$ cat config.mk
export PLATFORM = sky130hd
export DESIGN_NAME = vtcv_viewport
export DESIGN_NICKNAME = d
export VERILOG_FILES = /design/src/hdl/vtcv_pkg.sv /design/src/hdl/vtcv_viewport.sv
export SDC_FILE = /design/constraint.sdc
export NUM_CORES = 2
export LEC_CHECK = 0
export BUFFER_PORTS_ARGS = -buffer_cell sky130_fd_sc_hd__buf_2
export CORE_MARGIN = 1.5
export CORE_UTILIZATION = 53
export DETAILED_ROUTE_END_ITERATION = 7
export PLACE_DENSITY = 0.73
export SYNTH_ARGS = -nofsm -noshare
export SYNTH_HDL_FRONTEND = slang
export SYNTH_SLANG_ARGS = --single-unit
$ cat constraint.sdc
create_clock -name clk -period 11.3 [get_ports clk]
set_clock_uncertainty 0.1 [all_clocks]
set_input_delay 0.565 -clock clk [delete_from_list [all_inputs] [get_ports clk]]
set_output_delay 0.565 -clock clk [all_outputs]
set_load 0.1 [all_outputs]
$ cat src/hdl/vtcv_pkg.sv
// ----------------------------------------------------------------------------
// vtcv_pkg
// Shared types, codes and helpers for the vertex transform pipeline.
// ----------------------------------------------------------------------------
package vtcv_pkg;

  localparam int FRAC_BITS_DEF = 16;
  localparam int COEF_DEPTH    = 28;
  localparam int MV_BASE       = 0;
  localparam int PR_BASE       = 12;
  localparam int CFG_IDX_W     = 8;
  localparam int CFG_DATA_W    = 16;

  // Input item commands
  typedef enum logic {
    CMD_VERTEX = 1'b0,
    CMD_LOAD   = 1'b1
  } cmd_t;

  // Configuration register indexes
  typedef enum logic [CFG_IDX_W-1:0] {
    REG_VP_X0     = 8'd0,
    REG_VP_Y0     = 8'd1,
    REG_VP_WIDTH  = 8'd2,
    REG_VP_HEIGHT = 8'd3
  } cfg_reg_t;

  // Clip-space coordinates handed from the matrix stages to the divide
  typedef struct packed {
    logic signed [31:0] x;
    logic signed [31:0] y;
    logic signed [31:0] z;
    logic signed [31:0] w;
  } clip_vec_t;

  // Cycles from the divider's input to its output register
  function automatic int div_latency(input int frac_bits);
    div_latency = 32 + frac_bits + 2;
  endfunction

  // Saturate a wide signed value to 32 bits
  function automatic logic signed [31:0] sat_q(input logic signed [71:0] v);
    logic signed [31:0] r;
    if (v > 72'sd2147483647) begin
      r = 32'sh7FFF_FFFF;
    end else if (v < -72'sd2147483648) begin
      r = 32'sh8000_0000;
    end else begin
      r = v[31:0];
    end
    sat_q = r;
  endfunction

endpackage

$ cat src/hdl/vtcv_viewport.sv
// ----------------------------------------------------------------------------
// vtcv_viewport
// Clip test and viewport mapping, two stages; the second is the output
// register.
// ----------------------------------------------------------------------------
module vtcv_viewport #(
  parameter int FRAC_BITS = vtcv_pkg::FRAC_BITS_DEF
) (
  input  logic               clk,
  input  logic               rst,
  input  logic               en,
  input  logic               ndc_valid,
  input  logic signed [31:0] ndc_x,
  input  logic signed [31:0] ndc_y,
  input  logic signed [31:0] ndc_z,
  input  logic               w_zero,
  input  logic [11:0]        vp_x0,
  input  logic [11:0]        vp_y0,
  input  logic [12:0]        vp_width,
  input  logic [12:0]        vp_height,
  output logic               out_valid,
  output logic signed [31:0] pixel_x,
  output logic signed [31:0] pixel_y,
  output logic signed [31:0] depth,
  output logic               clipped
);

  localparam logic signed [31:0] ONE = 32'sd1 <<< FRAC_BITS;

  logic               va;
  logic signed [47:0] prod_x, prod_y;
  logic signed [31:0] z_a;
  logic               clip_a;
  logic signed [33:0] sx, sy;

  assign sx = 34'(ndc_x) + 34'(ONE);
  assign sy = 34'(ndc_y) + 34'(ONE);

  always_ff @(posedge clk) begin
    if (rst) begin
      va        <= 1'b0;
      out_valid <= 1'b0;
    end else if (en) begin
      va        <= ndc_valid;
      out_valid <= va;
    end
  end

  // Stage A: scale by viewport size, unit cube test
  always_ff @(posedge clk) begin
    if (en) begin
      prod_x <= sx * $signed({1'b0, vp_width});
      prod_y <= sy * $signed({1'b0, vp_height});
      z_a    <= ndc_z;
      clip_a <= w_zero || (ndc_x < -ONE) || (ndc_x > ONE) || (ndc_y < -ONE) ||
                (ndc_y > ONE) || (ndc_z < -ONE) || (ndc_z > ONE);
    end
  end

  // Stage B: halve, add offset, saturate
  always_ff @(posedge clk) begin
    if (en) begin
      pixel_x <= vtcv_pkg::sat_q($signed(72'(vp_x0) << FRAC_BITS) + 72'(prod_x >>> 1));
      pixel_y <= vtcv_pkg::sat_q($signed(72'(vp_y0) << FRAC_BITS) + 72'(prod_y >>> 1));
      depth   <= z_a;
      clipped <= clip_a;
    end
  end

endmodule

Yosys cells after proc, flatten, opt, wreduce, memory -nomap -nowiden
Index checks and enable logic that the tools add are counted.
{"block": "word_totals", "mem_bits_ro": 0, "output_inout_bits": 98, "n_memories": 0, "ramBits": 0, "latchBits": 0, "ff_bits": 226}
{"block": "classes", "div": 0, "n_mux": 2, "n_shift": 0, "n_bitwise": 0, "reduce_logical": 6, "order_cmp": 10, "add_sub_neg": 4, "n_eq_ne": 0, "n_mul": 2}
{"cell": "greater-than comparator 32 x 18 -> 1 bit, second input constant", "n": 3}
{"cell": "less-than comparator 32 x 17 -> 1 bit, second input constant", "n": 3}
{"cell": "adder 29 x 46 -> 47 bit", "n": 2}
{"cell": "greater-than comparator 47 x 32 -> 1 bit, second input constant", "n": 2}
{"cell": "less-than comparator 47 x 32 -> 1 bit, second input constant", "n": 2}
{"cell": "multiplier 33 x 14 -> 47 bit", "n": 2}
{"cell": "adder 32 x 18 -> 33 bit, second input constant", "n": 2}
{"cell": "two-way mux 32 bit", "n": 2}
{"cell": "logical OR 1 bit", "n": 6}

Logic depth before layout (Yosys ltp)
{"block": "logic_depth", "ltp_word": 7, "depth_mapped": 28, "mapped_depth_nobuf": 27}

Least setup slack after synthesis
No wires, ideal clock.
{"block": "synth_timing", "path_type": "input-to-reg", "from": "input ndc_y[16]", "to": "register prod_y[44], data pin", "stages": 27, "arrival_ps": 6815, "path_slack_ps": 4127, "cell_sequence": "ha_1 -> nand2_1 -> nor2_1 -> nand3_1 -> xnor2_1 -> clkbuf_1 -> and2_1 -> fa_1 -> inv_1 -> fa_1 -> inv_1 -> fa_1 -> fa_1 -> fa_1 -> inv_1 -> fa_1 -> inv_1 -> ha_1 -> nand3_1 -> a21oi_1 -> o21ai_0 -> a2111oi_0 -> nor2_1 -> o21ai_1 -> a41oi_1 -> nor2b_1 -> xnor2_1"}
{"block": "synth_via", "elab_chain_cells": 2}
{"item": "from (decl)", "line_no": "vtcv_viewport.sv:14", "rtl": "input logic signed [31:0] ndc_y,"}
{"item": "adder 32 x 18 -> 33 bit", "line_no": "vtcv_viewport.sv:37", "rtl": "assign sy = 34'(ndc_y) + 34'(ONE);"}
{"item": "multiplier 33 x 14 -> 47 bit", "line_no": "vtcv_viewport.sv:53", "rtl": "prod_y <= sy * $signed({1'b0, vp_height});"}
{"item": "to (signal assigned)", "line_no": "vtcv_viewport.sv:53"}
{"item": "to (decl)", "line_no": "vtcv_viewport.sv:31", "rtl": "logic signed [47:0] prod_x, prod_y;"}
Every way passes these cells.
A chain may end at the register's enable or synchronous reset.

Final worst setup path
{"block": "layout_timing", "from": "input ndc_y[16]", "to": "register prod_y[46] (netlist name)"}
{"block": "layout_via", "elab_chain_cells": 2}
{"item": "adder 32 x 18 -> 33 bit", "line_no": "vtcv_viewport.sv:37"}
{"item": "multiplier 33 x 14 -> 47 bit", "line_no": "vtcv_viewport.sv:53"}
Every way passes these cells.

==> run summary <==
fmax: 0.119 GHz
Setup WS pre-CTS: 2.51 ns
H-tree depth: 1
crit path max fanout: 13
commonest non-fill, non-tap cell in the layout: inv_1
Compound-Gate Fraction of Synth Area: 0.0695
cts hold-fix bufs: 0
critical path class: in -> reg
area share of fa/ha/maj cells after synthesis: 0.471
gpl congestion: 0.881
Synth Instances: 4137
Worst setup EP type: flip-flop
Initial DRT Pass Iterations: 6
drt wl/cell: 18.0 um
Via density: 5.44
Post-synth EDFFs: 222
num ports: 249
detailed-route via count: 28631
critical path startpoint category: input pin
CTS buffer count: 23
number of global-route vias before repair: 30310
post-synthesis simple-gate area fraction: 0.152
CTS sink cnt: 224
die area: 0.0765 sq mm
Hold/Removal Path Class: in -> reg
DRC Markers: 0
Max Cap Violations: 0
pin count of the biggest net entering global routing: 87
max-slew violations: 0
gr usage total: 0.258
largest family of logic cells by synthesized area: adder cells
Net Count, Synth: 5314
DP HPWL: 74.0 mm
Resize count post-CTS: 0
WP data arrival: 8.56 ns
most frequent cells in the layout: 894 x inv_1, 780 x fa_1, 598 x nand2_1
Fin. Hold Viols: 0
Starting DRT DRC Count: 1708
Seq/Total Area, Yosys: 0.169
GRT Residual Overflow: 0
Clk Latency, worst-skew pair: 0.54 ns
Tcrit/Tclk final: 0.743
outcome: finished clean
worst setup margin: 2.91 ns
worst slew pin tran: 1.17 ns
CTS tree: yes
Die Height: 277 um
RSZ-0062 raised after global routing: no
root buf cell: clkbuf_16
Post-Syn Area: 0.0397 sq mm
initial core utilization: 0.534
fraction of layout cells with a size suffix above 1: 0.0809
Util after Layout: 0.572
Ys Warns: 0
port bufs: 248
first-pass GRT wire length: 157 mm
Die Wd: 277 um
antenna violations before repair: 3
post-CTS setup repair buffer count: 0
Mean Syn Cell Area: 9.59 sq um
number of distinct library cells after synthesis: 75
setup TNS: 0 ns
site row count: 100
mux cell area share after synthesis: 0.00158
crit path time final: 8.39 ns
Worst slew margin: 0.216
nets: 5449
core area: 0.0743 sq mm
Yosys reg bits: 224
Synth async-reset ratio: 0
final antenna-violating net count: 0
predominant post-synthesis flop cell: edfxtp_1
Worst-path clk slew: 0.07 ns
Synth Area in XOR/XNOR: 0.0349
Syn-to-layout area delta: 7.25%
worst hold margin: 0.0904 ns
clk buf depth: 3
Req. time, crit path: 11.47 ns
final setup fails: 0
WL final: 94.6 mm
## sequential cells by signal, indices dropped and copies added (netlist names)
signal	flops
prod_x	46
prod_y	46
depth	32
pixel_x	32
pixel_y	32
z_a	32
clip_a	1
clipped	1
out_valid	1
va	1
## layer usage
metal / vias up / wire, um / global-route usage
li1: 12992 / - / -
met1: 14419 / 39500 / 0.348
met2: 1033 / 44700 / 0.424
met3: 185 / 7210 / 0.0450
met4: 2 / 3240 / 0.0824
met5: - / 10 / 0
## area by class of cell
cell class,instances,area (sq um)
repair buffers,279,1480
well taps,969,1210
flip-flops and latches,224,6710
diodes,2,5.00
fillers,6509,31800
inverters,895,3360
clock buffers,29,638
clock inverters,13,176
multi-input cells,2849,29000
## worst paths after layout
| path | startpoint | to | slack (ns) | depth (start not counted) |
|---|---|---|---|---|
| worst max register to register | prod_x[17] | pixel_x[23] | 7.21 | 11 |
| worst max-delay path | ndc_y[16] | prod_y[46] | 2.91 | 27 |
| worst min-delay path | rst | out_valid | 0.09 | 2 |
| worst min register to register | z_a[3] | depth[3] | 0.31 | 0 |
## kinds of logic after synthesis
group                    count (synthesis)
AND/OR/NAND/NOR                       1244
flip-flops                             224
adder cells (fa/ha/maj)               1026
XOR/XNOR                               158
AO/OA/AOI/OAI                          415
multiplexers                             6
buffers and inverters                 1064
## synthesized netlist by cell type, types with 4 or more instances
library cell / n / area, sq um
and4_1: 7 / 61.3
o21ai_0: 55 / 275
a21oi_1: 130 / 651
or4_1: 4 / 30.0
nand3_1: 63 / 315
o21bai_1: 12 / 90.1
and2_1: 331 / 2070
a211oi_2: 4 / 50.1
nor3_1: 28 / 140
and3_1: 30 / 188
a211oi_1: 12 / 90.1
nor4_1: 23 / 144
fa_1: 780 / 15600
inv_1: 894 / 3360
nand2_1: 598 / 2240
o211ai_1: 9 / 67.6
mux2i_1: 4 / 40.0
xor2_1: 55 / 482
a21o_1: 83 / 623
edfxtp_1: 222 / 6670
nand4_1: 36 / 225
nor3b_1: 4 / 30.0
nor2_1: 70 / 263
o31ai_1: 7 / 52.6
a211o_1: 10 / 87.6
a21boi_0: 7 / 52.6
a31o_2: 4 / 35.0
ha_1: 246 / 3080
clkbuf_1: 160 / 601
or3_1: 5 / 31.3
o21ai_1: 14 / 70.1
or2_2: 5 / 31.3
buf_2: 6 / 30.0
a311oi_1: 4 / 35.0
nand2b_1: 14 / 87.6
o21a_1: 15 / 113
xnor2_1: 103 / 902
nor2b_1: 17 / 106
a31oi_1: 9 / 56.3
## per-stage QoR
stage / instances / instance area, sq um
2_1_floorplan: 4137 / 39700
3_3_place_gp: 5216 / 41700
3_5_place_dp: 5216 / 41700
4_1_cts: 5258 / 42500
5_1_grt: 5258 / 42500
6_report: 5260 / 42500
## worst max-delay path, cell delays in order
cell	delay (ns)
buf_2	0.21
inv_1	0.23
nor3_1	0.33
nand3_1	0.24
nor2_1	0.21
nand3_1	0.12
xnor2_1	0.91
nand2_1	0.19
fa_1	0.56
fa_1	0.52
inv_1	0.05
fa_1	0.54
fa_1	0.43
fa_1	0.49
inv_1	0.06
fa_1	0.52
inv_1	0.04
ha_1	0.35
nand2_1	0.09
nor2_1	0.20
inv_1	0.08
a2111oi_0	0.63
nor2_1	0.19
o21ai_1	0.32
a41oi_1	0.18
a21oi_1	0.18
xnor2_1	0.10
Power is left out: the tool's default activity adds up to more than one toggle a clock period on the data nets, which glitch-free logic cannot reach.
